$ cat config.mk
export PLATFORM = sky130hd
export DESIGN_NAME = wfdr_front_flat
export DESIGN_NICKNAME = d
export VERILOG_FILES = /design/src/rtl/wfdr_pkg.sv /design/src/rtl/wfdr_if.sv /design/src/rtl/wfdr_div.sv /design/src/rtl/wfdr_front.sv /design/src/flat_wrapper.sv
export SDC_FILE = /design/constraint.sdc
export NUM_CORES = 1
export LEC_CHECK = 0
export BUFFER_PORTS_ARGS = -buffer_cell sky130_fd_sc_hd__buf_4
export CELL_PAD_IN_SITES_DETAIL_PLACEMENT = 2
export CELL_PAD_IN_SITES_GLOBAL_PLACEMENT = 2
export CORE_ASPECT_RATIO = 0.75
export CORE_UTILIZATION = 39
export CTS_BUF_LIST = sky130_fd_sc_hd__clkbuf_4
export CTS_CLUSTER_SIZE = 8
export DETAILED_ROUTE_END_ITERATION = 12
export PLACE_DENSITY = 0.81
export SLEW_MARGIN = 15
export SYNTH_ARGS = -nofsm -noshare
export SYNTH_HDL_FRONTEND = slang
export SYNTH_SLANG_ARGS = --single-unit
$ cat constraint.sdc
create_clock -name clk -period 3.89 [get_ports clk]
set_clock_uncertainty 0.05 [all_clocks]
set_input_delay 0.1945 -clock clk [delete_from_list [all_inputs] [get_ports clk]]
set_output_delay 0.1945 -clock clk [all_outputs]
set_load 0.02 [all_outputs]
$ cat src/rtl/wfdr_pkg.sv
// Shared constants, types and codes for the weighted FDR adjustment block.
`default_nettype none
package wfdr_pkg;

  localparam int MAX_SPOTS = 64;
  localparam int ADDR_W    = $clog2(MAX_SPOTS);
  localparam int CNT_W     = ADDR_W + 1;

  localparam int P_W   = 17;
  localparam int M_W   = 16;
  localparam int W_W   = 24;
  localparam int TOT_W = 32;
  localparam int KEY_W = P_W + 1;

  localparam int DVD_W = 48;
  localparam int DVS_W = 32;
  localparam int BIT_W = $clog2(DVD_W);

  localparam logic [P_W-1:0]   ONE_Q16    = P_W'(65536);
  localparam logic [W_W-1:0]   ONE_W      = W_W'(65536);
  localparam logic [W_W-1:0]   WEIGHT_MAX = {W_W{1'b1}};
  localparam logic [DVD_W-1:0] WEIGHT_NUM = DVD_W'(64'd1 << 28);
  localparam logic [BIT_W-1:0] WEIGHT_BITS = BIT_W'(29);
  localparam logic [BIT_W-1:0] ADJ_BITS    = BIT_W'(DVD_W);
  localparam logic [KEY_W-1:0] KEY_MISSING = KEY_W'(1) << P_W;
  localparam logic [CNT_W-1:0] CAPACITY    = CNT_W'(MAX_SPOTS);

  typedef struct packed {
    logic [P_W-1:0] p_value;
    logic           p_missing;
    logic [W_W-1:0] weight;
    logic           last_spot;
  } spot_t;

  typedef struct packed {
    logic [P_W-1:0] p_value;
    logic           p_missing;
    logic [W_W-1:0] weight;
  } spot_word_t;

  localparam int SPOT_WORD_W = $bits(spot_word_t);

endpackage
`default_nettype wire

$ cat src/rtl/wfdr_if.sv
// Valid/ready channel interfaces for spot items and adjusted results.
`default_nettype none
interface wfdr_in_if;
  import wfdr_pkg::*;
  logic           valid;
  logic           ready;
  logic [P_W-1:0] p_value;
  logic           p_missing;
  logic [M_W-1:0] neighbor_max_weight;
  logic           last_spot;
  modport source (output valid, p_value, p_missing, neighbor_max_weight, last_spot,
                  input ready);
  modport sink   (input valid, p_value, p_missing, neighbor_max_weight, last_spot,
                  output ready);
endinterface

`default_nettype wire

$ cat src/rtl/wfdr_div.sv
// Restoring divider, one quotient bit per cycle over the low nbits of the dividend.
`default_nettype none
module wfdr_div import wfdr_pkg::*; (
  input  wire logic             clk,
  input  wire logic             rst,
  input  wire logic             start,
  input  wire logic [DVD_W-1:0] dividend,
  input  wire logic [DVS_W-1:0] divisor,
  input  wire logic [BIT_W-1:0] nbits,
  output      logic             done,
  output      logic [DVD_W-1:0] quotient
);
  logic             run;
  logic [DVD_W-1:0] dvd;
  logic [DVS_W-1:0] dvs;
  logic [DVS_W-1:0] rem;
  logic [BIT_W-1:0] idx;
  logic [DVS_W:0]   trial;
  logic             take;

  assign trial = {rem, dvd[idx]};
  assign take  = trial >= {1'b0, dvs};

  always_ff @(posedge clk) begin
    if (rst) begin
      run  <= 1'b0;
      done <= 1'b0;
    end else begin
      done <= 1'b0;
      if (start) begin
        run <= 1'b1;
      end else if (run && idx == '0) begin
        run  <= 1'b0;
        done <= 1'b1;
      end
    end
  end

  always_ff @(posedge clk) begin
    if (start) begin
      dvd      <= dividend;
      dvs      <= divisor;
      rem      <= '0;
      quotient <= '0;
      idx      <= nbits - BIT_W'(1);
    end else if (run) begin
      rem      <= take ? DVS_W'(trial - {1'b0, dvs}) : trial[DVS_W-1:0];
      quotient <= {quotient[DVD_W-2:0], take};
      idx      <= idx - BIT_W'(1);
    end
  end
endmodule
`default_nettype wire

$ cat src/rtl/wfdr_front.sv
// Front end: takes spot items and turns the neighbor weight into a spot weight.
`default_nettype none
module wfdr_front import wfdr_pkg::*; (
  input  wire logic   clk,
  input  wire logic   rst,
  wfdr_in_if.sink     in_ch,
  output      logic   push_valid,
  output      spot_t  push_data,
  input  wire logic   push_ready
);
  localparam logic [1:0] F_IDLE = 2'd0;
  localparam logic [1:0] F_DIV  = 2'd1;
  localparam logic [1:0] F_PUSH = 2'd2;

  logic [1:0]       state;
  logic [P_W-1:0]   p;
  logic             miss;
  logic             last;
  logic [M_W-1:0]   m;
  logic [W_W-1:0]   weight;
  logic             accept;
  logic             div_done;
  logic [DVD_W-1:0] quo;

  assign in_ch.ready = (state == F_IDLE);
  assign accept      = in_ch.valid && in_ch.ready;
  assign push_valid  = (state == F_PUSH);
  assign push_data   = '{p_value: p, p_missing: miss, weight: weight, last_spot: last};

  // round(2^28 / m) via (2^28 + m/2) / m
  wfdr_div u_div (
    .clk      (clk),
    .rst      (rst),
    .start    (accept),
    .dividend (WEIGHT_NUM + DVD_W'(in_ch.neighbor_max_weight >> 1)),
    .divisor  (DVS_W'(in_ch.neighbor_max_weight)),
    .nbits    (WEIGHT_BITS),
    .done     (div_done),
    .quotient (quo)
  );

  always_ff @(posedge clk) begin
    if (rst) begin
      state <= F_IDLE;
    end else begin
      unique case (state)
        F_IDLE: if (accept) state <= F_DIV;
        F_DIV:  if (div_done) state <= F_PUSH;
        F_PUSH: if (push_ready) state <= F_IDLE;
        default: state <= F_IDLE;
      endcase
    end
  end

  always_ff @(posedge clk) begin
    if (accept) begin
      p    <= in_ch.p_value;
      miss <= in_ch.p_missing;
      last <= in_ch.last_spot;
      m    <= in_ch.neighbor_max_weight;
    end
    if (div_done) begin
      if (m == '0) begin
        weight <= ONE_W;
      end else if (quo > DVD_W'(WEIGHT_MAX)) begin
        weight <= WEIGHT_MAX;
      end else begin
        weight <= quo[W_W-1:0];
      end
    end
  end
endmodule
`default_nettype wire

$ cat src/flat_wrapper.sv
// flat-port wrapper written by rule: the top's interface ports become plain ports
module wfdr_front_flat import wfdr_pkg::*;
  (clk, rst, push_valid, push_data, push_ready, in_ch_valid, in_ch_p_value, in_ch_p_missing, in_ch_neighbor_max_weight, in_ch_last_spot, in_ch_ready);
  wfdr_in_if in_ch_i ();
  input  wire logic clk;
  input  wire logic rst;
  output      logic push_valid;
  output      spot_t push_data;
  input  wire logic push_ready;
  input wire logic [$bits(in_ch_i.valid)-1:0] in_ch_valid;
  input wire logic [$bits(in_ch_i.p_value)-1:0] in_ch_p_value;
  input wire logic [$bits(in_ch_i.p_missing)-1:0] in_ch_p_missing;
  input wire logic [$bits(in_ch_i.neighbor_max_weight)-1:0] in_ch_neighbor_max_weight;
  input wire logic [$bits(in_ch_i.last_spot)-1:0] in_ch_last_spot;
  output wire logic [$bits(in_ch_i.ready)-1:0] in_ch_ready;
  assign in_ch_i.valid = in_ch_valid;
  assign in_ch_i.p_value = in_ch_p_value;
  assign in_ch_i.p_missing = in_ch_p_missing;
  assign in_ch_i.neighbor_max_weight = in_ch_neighbor_max_weight;
  assign in_ch_i.last_spot = in_ch_last_spot;
  assign in_ch_ready = in_ch_i.ready;
  wfdr_front u_core (.clk(clk), .rst(rst), .in_ch(in_ch_i), .push_valid(push_valid), .push_data(push_data), .push_ready(push_ready));
endmodule
==> results of run 1 <==
## where the power goes
part | switching [mW] | internal, mW
clock | 0.675 | 0.281
sequential | 0.134 | 1.72
combinational | 0.486 | 0.393
total | 1.30 | 2.39
## flip-flops by register name, indices dropped and copies added (netlist names)
register               flops
u_core.state               2
u_core.u_div.idx           6
u_core.miss                1
u_core.weight             24
u_core.p                  17
u_core.u_div.rem          32
u_core.m                  15
u_core.u_div.done          1
u_core.last                1
u_core.u_div.run           1
u_core.u_div.dvd           1
u_core.u_div.quotient     48
## worst max-delay path, stage by stage (launching register included)
cell	delay (ns)
edfxtp_1	0.47
mux4_2	0.47
mux2i_1	0.19
nor3_1	0.08
o21bai_1	0.21
ha_2	0.19
and3_1	0.14
nand3_1	0.09
nor4_1	0.48
or3_1	0.28
o2111ai_1	0.15
buf_4	0.19
or4_1	0.46
a31oi_1	0.18
## worst max-delay path by stage
stage                     depth (start not counted)  slack (ns)                 from                   end
after global placement                           15        0.28  u_core.u_div.idx[1]   u_core.u_div.rem[2]
after CTS                                        14        0.02  u_core.u_div.idx[0]  u_core.u_div.rem[30]
after global routing                             15        0.01  u_core.u_div.idx[1]  u_core.u_div.rem[30]
after detailed placement                         14        0.06  u_core.u_div.idx[0]  u_core.u_div.rem[30]
after floorplan                                  13        0.37  u_core.u_div.idx[1]   u_core.u_div.rem[0]
final                                            13        0.18          u_core.m[5]  u_core.u_div.rem[30]
## per-layer routing
metal  vias up  wire length (um)  track usage [%]
li1       2594                 -                -
met1      2701              9418            29.66
met2       121              9877            40.88
met3        17               876            5.161
met4         0               176            6.267
met5         -                 0                0
## final cells by class
type | count | area [um2] | area share, %
flip-flops and latches | 149 | 3581 | 43.05
multi-input cells | 430 | 2958 | 35.56
repair buffers | 139 | 1164 | 13.99
well taps | 215 | 269.0 | 3.234
clock inverters | 15 | 132.6 | 1.594
clock buffers | 17 | 127.6 | 1.534
inverters | 23 | 86.33 | 1.038
## metrics by stage
stage          setup WS, ns  hold WS [ns]  utilization (%)  power, mW  instances
2_1_floorplan        0.3712        0.2169                -      2.426        639
3_3_place_gp         0.2786        0.3224            45.24      2.645        917
3_5_place_dp        0.06222        0.3237            45.24      2.700        917
4_1_cts             0.01951        0.2304            49.04      3.678        987
5_1_grt             0.01259        0.2303            49.28      3.872        988
6_report             0.1823        0.2904            49.28      3.690        988
## cell families (layout without fill, tap and decap cells)
family | after synthesis | count (layout) | synth area share, %
mux | 61 | 61 | 9.631
flops | 149 | 149 | 53.00
buf+inv | 60 | 194 | 3.581
xor+xnor | 22 | 22 | 2.858
simple gates | 183 | 183 | 13.45
fa+ha+maj | 19 | 19 | 3.637
compound gates | 145 | 145 | 13.84
## cells in the mapped netlist (3+ instances only)
master | instances | area share (%)
nor3_1 | 10 | 0.74
edfxtp_1 | 59 | 26
xor2_1 | 13 | 1.7
clkbuf_1 | 27 | 1.5
o2111ai_1 | 3 | 0.39
nor4_1 | 16 | 1.5
a21oi_1 | 24 | 1.8
nand2b_1 | 4 | 0.37
nand2_1 | 26 | 1.4
a21boi_0 | 3 | 0.33
buf_1 | 6 | 0.33
a211oi_1 | 11 | 1.2
nand4_1 | 5 | 0.46
o21ai_0 | 36 | 2.7
or3_1 | 10 | 0.93
mux2i_1 | 57 | 8.5
dfxtp_1 | 90 | 27
a31oi_1 | 14 | 1.3
o21a_1 | 27 | 3.0
nor2b_1 | 3 | 0.28
nor2_1 | 79 | 4.4
ha_1 | 18 | 3.3
nand3_1 | 6 | 0.45
xnor2_1 | 9 | 1.2
or4_1 | 8 | 0.89
o31ai_1 | 8 | 0.89
mux4_2 | 3 | 1.0
inv_1 | 22 | 1.2
a21o_1 | 5 | 0.56
o211ai_1 | 6 | 0.67
## repair_timing
item | 4_1_cts | 5_1_grt
endpoints found under the hold margin | 39 | 0
hold buffers | 38 | 0
gates resized for setup | 0 | 10
buffers inserted | 0 | 1
endpoints found under the setup margin | 0 | 26
==> flow_metrics.py, run 1 <==
metrics = {
    "run_status": {
        "status": "finished, final reports clean",
    },
    "power_and_ir_drop": {
        "ir_drop_mv": 0.2066,
        "powerDensity_nw_per_um2": 443.7,
        "power.leakage_nw": 3.329,
    },
    "sta": {
        "tns_ns": 0,
        "hold_viol": 0,
        "tightest_slew_ns": 0.9672,
        "max_freq_ghz": 0.2697,
        "slew_viol_final": 0,
        "slew_headroom_pct": 35.52,
        "period_minus_slack_ns": 3.708,
        "fin_crit_sh_pct": 95.31,
        "setup_violations": 0,
        "rsz0062_at_grt": "false",
    },
    "global_routing": {
        "grt_usage_pct": 23.47,
        "grt_pass1_vias": 5932,
        "overflow": 0,
        "grt_max_degree": 75,
        "antenna_found_initial": 0,
        "grt_first_pass_wirelength_mm": 32.24,
    },
    "run": {
        "maxCapViolations": 0,
    },
    "worst_hold_path": {
        "holdPathEnd": "u_core.miss",
        "hp-start": "in_ch_p_missing",
        "min_path_cells": 2,
        "hp-class": "primary input to register",
    },
    "detailed_routing": {
        "drc": 0,
        "wl_per_cell_um": 20.60,
        "drt_first_iter_violations": 166,
        "routed_wl_mm": 20.35,
        "first_pass_iters": 4,
        "vias_per_cell": 5.499,
        "ant_nets": 0,
        "vias": 5433,
    },
    "worst_setup_path": {
        "crit_fanout": 7,
        "r2r_end": "u_core.u_div.rem[30]",
        "r2r_cells": 13,
        "crit_type": "register to register",
        "startpoint_type": "register",
        "critPathArrivalTime_ns": 4.16,
        "required_ns": 4.34,
        "reg2reg_slack_ns": 0.18,
        "worstSetupEndpointType": "register",
        "r2r-start": "u_core.m[5]",
    },
    "logic_synthesis": {
        "netlist_instances": 639,
        "ys.flop_type": "dfxtp_1",
        "ys_ff_latch": 149,
        "async_reset_ff_share_pct": 0,
        "avgSynthCellArea_um2": 10.55,
        "synth-edff-count": 59,
        "syn-cell-area_um2": 6743,
        "syn_nets": 697,
        "ys_types": 56,
        "ys_seq_area_share_pct": 53.00,
        "ys.warnings.count": 0,
    },
    "placed_design": {
        "dp_hpwl_mm": 13.04,
        "gp_congestion": 0.8261,
        "post_dp_cell_area_um2": 7636,
        "port_buffers": 83,
    },
    "cts": {
        "insertion_delay_ns": 0.57,
        "tritoncts": "yes",
        "cts_buffers": 17,
        "path_clk_slew_ns": 0.16,
        "clock-sinks": 149,
        "htreeDepth": 4,
        "cts_buffer_depth": 2,
        "cts.root.buffer_cell": "clkbuf_4",
    },
    "finish": {
        "diodes": 0,
        "fillers": 1646,
        "area.growth.synth_to_final_pct": 23.36,
        "drive_gt1_share_pct": 20.18,
        "nNetsFinal": 818,
        "mostFrequentLayoutCells": "99 x buf_4, 86 x dfxtp_1, 79 x nor2_1, 59 x edfxtp_1, 57 x mux2i_1",
        "final_common_cell": "buf_4",
        "final_area_um2": 8318,
    },
    "die": {
        "die_h_um": 115.9,
        "die_w_um": 153.8,
        "std_cell_rows": 41,
        "core_area_um2": 16880,
        "ios": 84,
        "die_area_um2": 17820,
        "initial_core_util_pct": 39.95,
    },
}
Power figures use the tool's default switching activity.
==> run 2, diff against run 1 <==
--- a/config.mk
+++ b/config.mk
@@ -9,11 +9,11 @@
 export CELL_PAD_IN_SITES_DETAIL_PLACEMENT = 2
 export CELL_PAD_IN_SITES_GLOBAL_PLACEMENT = 2
 export CORE_ASPECT_RATIO = 0.75
-export CORE_UTILIZATION = 39
+export CORE_UTILIZATION = 42
 export CTS_BUF_LIST = sky130_fd_sc_hd__clkbuf_4
 export CTS_CLUSTER_SIZE = 8
 export DETAILED_ROUTE_END_ITERATION = 12
-export PLACE_DENSITY = 0.81
+export PLACE_DENSITY = 0.86
 export SLEW_MARGIN = 15
 export SYNTH_ARGS = -nofsm -noshare
 export SYNTH_HDL_FRONTEND = slang
==> constraint.sdc (replaced) <==
create_clock -name clk -period 4.5 [get_ports clk]
set_clock_uncertainty 0.05 [all_clocks]
set_input_delay 0.225 -clock clk [delete_from_list [all_inputs] [get_ports clk]]
set_output_delay 0.225 -clock clk [all_outputs]
set_load 0.02 [all_outputs]
==> run 2 against run 1 <==
The run now ends with negative setup slack left. Non-clock buffer count is 9 lower. Die area is 7.0% lower. Sequential share of layout area grew 0.34 points. Final area fell by 0.78%. Utilization increased by 4.1 points. Final cell count fell by 1.9%. Critical path depth stayed put. Largest cell class unchanged.
==> flow_metrics.py, run 2 (synthesis gave the netlist of run 1 again) <==
metrics = {
    "cts": {
        "insertion_delay_ns": 0.63,
        "htreeDepth": 4,
        "clock-sinks": 149,
        "cts_buffers": 17,
        "cts.root.buffer_cell": "clkbuf_4",
        "cts_setup_buffers": 0,
        "cts_buffer_depth": 2,
        "tritoncts": "yes",
        "path_clk_slew_ns": 0.17,
    },
    "worst_setup_path": {
        "path_delay_family": "compound AO/OA/AOI/OAI gates",
        "crit_buf_inv": 0,
        "startpoint_type": "register",
        "path_cells": "mux4_2 > mux2i_1 > nor3_1 > o21bai_2 > ha_1 > fa_1 > nor2b_1 > o2111ai_1 > a21boi_0 > o211ai_1 > o2111ai_4 > or4_1 > a31oi_1",
        "crit_fanout": 13,
        "crit_path_start": "u_core.m[1]",
        "cpPeakStageDelay_ns": 0.56,
        "worstSetupEndpointType": "register",
        "required_ns": 4.97,
        "crit_type": "register to register",
        "critPathSlowestCell": "or4_1",
        "r2r-start": "u_core.m[1]",
        "critPathArrivalTime_ns": 5.00,
    },
    "placed_design": {
        "port_buffers": 83,
        "numPlacedInstances": 898,
        "gp_congestion": 0.8290,
        "dp_hpwl_mm": 13.95,
        "post_dp_cell_area_um2": 7531,
    },
    "sta": {
        "max_freq_ghz": 0.2205,
        "slew_viol_final": 0,
        "hold_ws_ns": 0.2618,
        "hold_viol": 0,
        "period_minus_slack_ns": 4.536,
        "worst_slack_ns": -0.03614,
        "fin_crit_sh_pct": 100.8,
        "tightest_slew_ns": 1.064,
        "tns_ns": -0.03614,
        "slew_headroom_pct": 29.06,
        "setup_violations": 1,
    },
    "finish": {
        "final_area_um2": 8253,
        "area.growth.synth_to_final_pct": 22.40,
        "nNetsFinal": 809,
        "reg.largest.list": "u_core.u_div.quotient: 48 flops, u_core.u_div.rem: 32 flops, u_core.weight: 24 flops",
        "final_common_cell": "buf_4",
        "largest_register_ffs": 48,
        "mostFrequentLayoutCells": "91 x buf_4, 86 x dfxtp_1, 79 x nor2_1, 59 x edfxtp_1, 57 x mux2i_1",
        "multi_input_area_um2": 2978,
        "drive_gt1_share_pct": 18.85,
        "final_cells": 969,
        "fillers": 1497,
        "diodes": 0,
        "seq_area_um2": 3581,
        "regMostFlops": "u_core.u_div.quotient",
    },
    "detailed_routing": {
        "routed_wl_mm": 31.25,
        "drt_first_iter_violations": 697,
        "drc": 0,
        "first_pass_iters": 5,
        "vias": 6243,
        "vias_per_cell": 6.443,
        "wl_per_cell_um": 32.25,
        "ant_nets": 0,
    },
    "die": {
        "die_h_um": 111.7,
        "die_w_um": 148.3,
        "ios": 84,
        "std_cell_rows": 39,
        "die_area_um2": 16570,
        "initial_core_util_pct": 43.59,
        "core_area_um2": 15470,
    },
    "power_and_ir_drop": {
        "power_mw": 3.464,
        "ir_drop_mv": 0.2176,
        "powerDensity_nw_per_um2": 419.8,
        "power.leakage_nw": 3.299,
    },
    "run_status": {
        "status": "finished, violations left",
        "failed_checks": "negative setup slack",
    },
    "global_routing": {
        "overflow": 0,
        "use_met1_pct": 41.19,
        "grt_first_pass_wirelength_mm": 42.10,
        "grt_pass1_vias": 6617,
        "grt_util_met2_pct": 59.69,
        "antenna_found_initial": 0,
        "grt_usage_pct": 34.32,
        "met3_usage_pct": 8.484,
        "top_usage_layer": "met2",
        "grt_max_degree": 86,
    },
    "worst_hold_path": {
        "hp-class": "primary input to register",
        "hp-start": "in_ch_neighbor_max_weight[0]",
    },
    "run": {
        "maxCapViolations": 0,
    },
}
==> run 2: cell count changes in the layout (fill, tap and decap cells not counted), moves of 2 or more <==
cell       change
buf_4          -8
buf_12         -2
bufinv_16      +2
inv_8          -4
clkinv_1       +2
clkbuf_4       +5
inv_6          -5
==> run 2: per-layer routing <==
layer,part of all wire [%],up-vias
met2,51,392
met5,0,-
li1,-,2567
met4,5.3,0
met3,6.4,127
met1,38,3157
==> run 2: path summary, 6_finish.rpt <==
kind,cells past startpoint,to,slack [ns]
hold / removal,2,u_core.m[0],0.26
hold reg to reg,1,u_core.state[0],0.46
setup reg to reg,13,u_core.u_div.rem[30],-0.04
setup / recovery,13,u_core.u_div.rem[30],-0.04
==> run 2: repair_timing <==
item                       in CTS  in global routing
gates resized for setup         0                 10
setup endpoints to repair       0                 29
hold buffers                   38                  0
hold endpoints to repair       39                  0
==> run 2: worst register-to-register path, cell delays in order, from the launching register on <==
cell       delay, ns
edfxtp_1        0.55
mux4_2          0.53
mux2i_1         0.24
nor3_1          0.12
o21bai_2        0.23
ha_1            0.28
fa_1            0.29
nor2b_1         0.12
o2111ai_1       0.34
a21boi_0        0.26
o211ai_1        0.37
o2111ai_4       0.31
or4_1           0.56
a31oi_1         0.19
==> run 2: metrics by stage <==
step	utilization (%)	worst slack [ns]
after floorplan	-	0.9812
after global placement	48.69	0.5629
after detailed placement	48.69	0.1336
after CTS	52.93	0.08965
after global routing	53.35	-0.01276
final	53.35	-0.03614
==> run 2: report_power, final <==
group,switching (mW),internal [mW]
combinational,0.550,0.333
clock,0.588,0.358
sequential,0.148,1.49
==> run 2: cell type report <==
cell class              count  area share, %
well taps                 205          3.108
repair buffers            130          13.02
multi-input cells         430          36.08
clock buffers              22          2.001
inverters                  23          1.046
clock inverters            10          1.349
flip-flops and latches    149          43.39
==> run 3, diff against run 2 <==
--- a/config.mk
+++ b/config.mk
@@ -9,11 +9,11 @@
 export CELL_PAD_IN_SITES_DETAIL_PLACEMENT = 2
 export CELL_PAD_IN_SITES_GLOBAL_PLACEMENT = 2
 export CORE_ASPECT_RATIO = 0.75
-export CORE_UTILIZATION = 42
+export CORE_UTILIZATION = 40
 export CTS_BUF_LIST = sky130_fd_sc_hd__clkbuf_4
 export CTS_CLUSTER_SIZE = 8
 export DETAILED_ROUTE_END_ITERATION = 12
-export PLACE_DENSITY = 0.86
+export PLACE_DENSITY = 0.83
 export SLEW_MARGIN = 15
 export SYNTH_ARGS = -nofsm -noshare
 export SYNTH_HDL_FRONTEND = slang
==> run 3 against run 2 <==
The flow finishes with violations (design-rule violations). Wire length shrank 23%. Setup slack improved by 0.21 ns. Clock power fell by 9.0%. Sequential share of layout area increased by 0.086 points. First-iteration DRC count decreased by 52%. Via count fell by 8.5%. Utilization down 2.7 points. Non-clock buffer count is the same. Total power decreased by 5.6%. Die area is 4.9% higher. Count of clock-buffer cells in the layout down 5. Final cell count grew 0.52%.
==> flow_metrics.py, run 3 (synthesis gave the netlist of run 1 again) <==
metrics = {
    "cts": {
        "cts_setup_buffers": 0,
        "htreeDepth": 4,
        "path_clk_slew_ns": 0.17,
        "clock-sinks": 149,
        "cts_buffers": 17,
        "tritoncts": "yes",
        "cts.root.buffer_cell": "clkbuf_4",
        "cts_buffer_depth": 2,
        "insertion_delay_ns": 0.60,
    },
    "sta": {
        "max_freq_ghz": 0.2312,
        "setup_violations": 0,
        "hold_viol": 0,
        "worst_slack_ns": 0.1756,
        "slew_viol_final": 0,
        "fin_crit_sh_pct": 96.10,
        "tns_ns": 0,
        "rsz0062_at_grt": "false",
        "tightest_slew_ns": 1.151,
        "slew_headroom_pct": 23.02,
        "period_minus_slack_ns": 4.324,
    },
    "finish": {
        "final_common_cell": "buf_4",
        "seq_area_um2": 3581,
        "area.growth.synth_to_final_pct": 22.16,
        "fillers": 1594,
        "largest_register_ffs": 48,
        "diodes": 0,
        "nNetsFinal": 809,
        "mostFrequentLayoutCells": "91 x buf_4, 86 x dfxtp_1, 79 x nor2_1, 59 x edfxtp_1, 57 x mux2i_1",
        "multi_input_area_um2": 2948,
        "regMostFlops": "u_core.u_div.quotient",
        "drive_gt1_share_pct": 18.85,
        "reg.largest.list": "u_core.u_div.quotient: 48 flops, u_core.u_div.rem: 32 flops, u_core.weight: 24 flops",
        "final_util_pct": 50.64,
        "final_cells": 974,
    },
    "die": {
        "die_area_um2": 17390,
        "initial_core_util_pct": 41.45,
        "core_area_um2": 16270,
        "die_w_um": 151.9,
        "std_cell_rows": 40,
        "ios": 84,
        "die_h_um": 114.4,
    },
    "global_routing": {
        "grt_pass1_vias": 6174,
        "grt_max_degree": 98,
        "overflow": 0,
        "antenna_found_initial": 0,
        "grt_usage_pct": 28.17,
        "grt_first_pass_wirelength_mm": 36.87,
    },
    "detailed_routing": {
        "routed_wl_mm": 24.05,
        "ant_nets": 0,
        "drt_first_iter_violations": 332,
        "drc": 2,
        "wl_per_cell_um": 24.69,
        "m1WireLength_mm": 10.29,
        "wl_met2_mm": 11.95,
        "first_pass_iters": 9,
        "vias": 5715,
        "vias_per_cell": 5.868,
        "met3WireLength_mm": 1.173,
        "top_layer_used": "met4",
    },
    "worst_setup_path": {
        "worstSetupEndpointType": "register",
        "cpPeakStageDelay_ns": 0.59,
        "required_ns": 4.96,
        "reg2reg_slack_ns": 0.18,
        "r2r_cells": 13,
        "startpoint_type": "register",
        "critPathArrivalTime_ns": 4.79,
        "r2r_end": "u_core.u_div.rem[30]",
        "r2r-start": "u_core.u_div.idx[0]",
        "path_cells": "mux4_2 > mux2i_1 > nor3_1 > o21bai_1 > ha_1 > fa_1 > nor2b_1 > o2111ai_1 > a21boi_0 > o211ai_1 > o2111ai_2 > or4_1 > a31oi_1",
        "crit_fanout": 13,
        "crit_type": "register to register",
        "critPathSlowestCell": "or4_1",
    },
    "power_and_ir_drop": {
        "power_mw": 3.269,
        "power.leakage_nw": 3.287,
        "ir_drop_mv": 0.1690,
        "powerDensity_nw_per_um2": 396.9,
    },
    "run": {
        "maxCapViolations": 0,
    },
    "run_status": {
        "failed_checks": "design-rule violations",
        "status": "finished, violations left",
    },
    "placed_design": {
        "gp_congestion": 0.8061,
        "numPlacedInstances": 903,
        "port_buffers": 83,
        "dp_hpwl_mm": 13.04,
        "dp_slack_ns": 0.2495,
    },
    "worst_hold_path": {
        "holdPathEnd": "u_core.m[1]",
        "hp-start": "in_ch_neighbor_max_weight[1]",
        "hp-class": "primary input to register",
        "min_path_cells": 2,
    },
}
-- run 3: repair_timing --
action                                  CTS  global route
endpoints found under the hold margin    39             0
endpoints found under the setup margin    0            21
hold buffers                             38             0
gates resized for setup                   0             6
-- run 3: area by class of cell --
class / count / area share [%]
flip-flops and latches: 149 / 43.48
multi-input cells: 430 / 35.79
repair buffers: 130 / 13.25
well taps: 210 / 3.190
clock inverters: 15 / 1.701
clock buffers: 17 / 1.549
inverters: 23 / 1.048
-- run 3: per-stage QoR --
step           cell area, um2  hold WS, ns
2_1_floorplan            6743       0.2474
3_3_place_gp             7537       0.3533
3_5_place_dp             7537       0.3542
4_1_cts                  8185       0.2418
5_1_grt                  8237       0.2465
6_report                 8237       0.2882
-- run 3: worst max path at each step --
stage                     cells past startpoint  slack [ns]              endpoint                 from
after floorplan                              13        0.98   u_core.u_div.rem[0]  u_core.u_div.idx[1]
after global placement                       13        0.54  u_core.u_div.rem[30]  u_core.u_div.idx[1]
final                                        13        0.18  u_core.u_div.rem[30]  u_core.u_div.idx[0]
after CTS                                    13        0.12  u_core.u_div.rem[30]  u_core.u_div.idx[1]
after global routing                         13        0.07  u_core.u_div.rem[30]  u_core.u_div.idx[0]
after detailed placement                     12        0.25  u_core.u_div.rem[24]  u_core.u_div.idx[1]
-- run 3: per-layer routing --
| layer | up-vias | GRT usage (%) |
|---|---|---|
| met2 | 188 | 48.73 |
| li1 | 2571 | - |
| met5 | - | 0 |
| met3 | 55 | 6.510 |
| met1 | 2901 | 34.50 |
| met4 | 0 | 10.75 |
-- run 3: where the power goes --
| part | switching (mW) | internal, mW | leakage (nW) |
|---|---|---|---|
| Clock | 0.617 | 0.243 | 0.142 |
| Sequential | 0.119 | 1.49 | 1.29 |
| Combinational | 0.473 | 0.329 | 1.85 |
-- run 3: critical path: cells and delay by family, from the launching register on --
kind	cells	cell delay, ns
mux	2	0.70
fa+ha+maj	2	0.51
simple gates	3	0.76
compound gates	6	1.72
flops	1	0.50
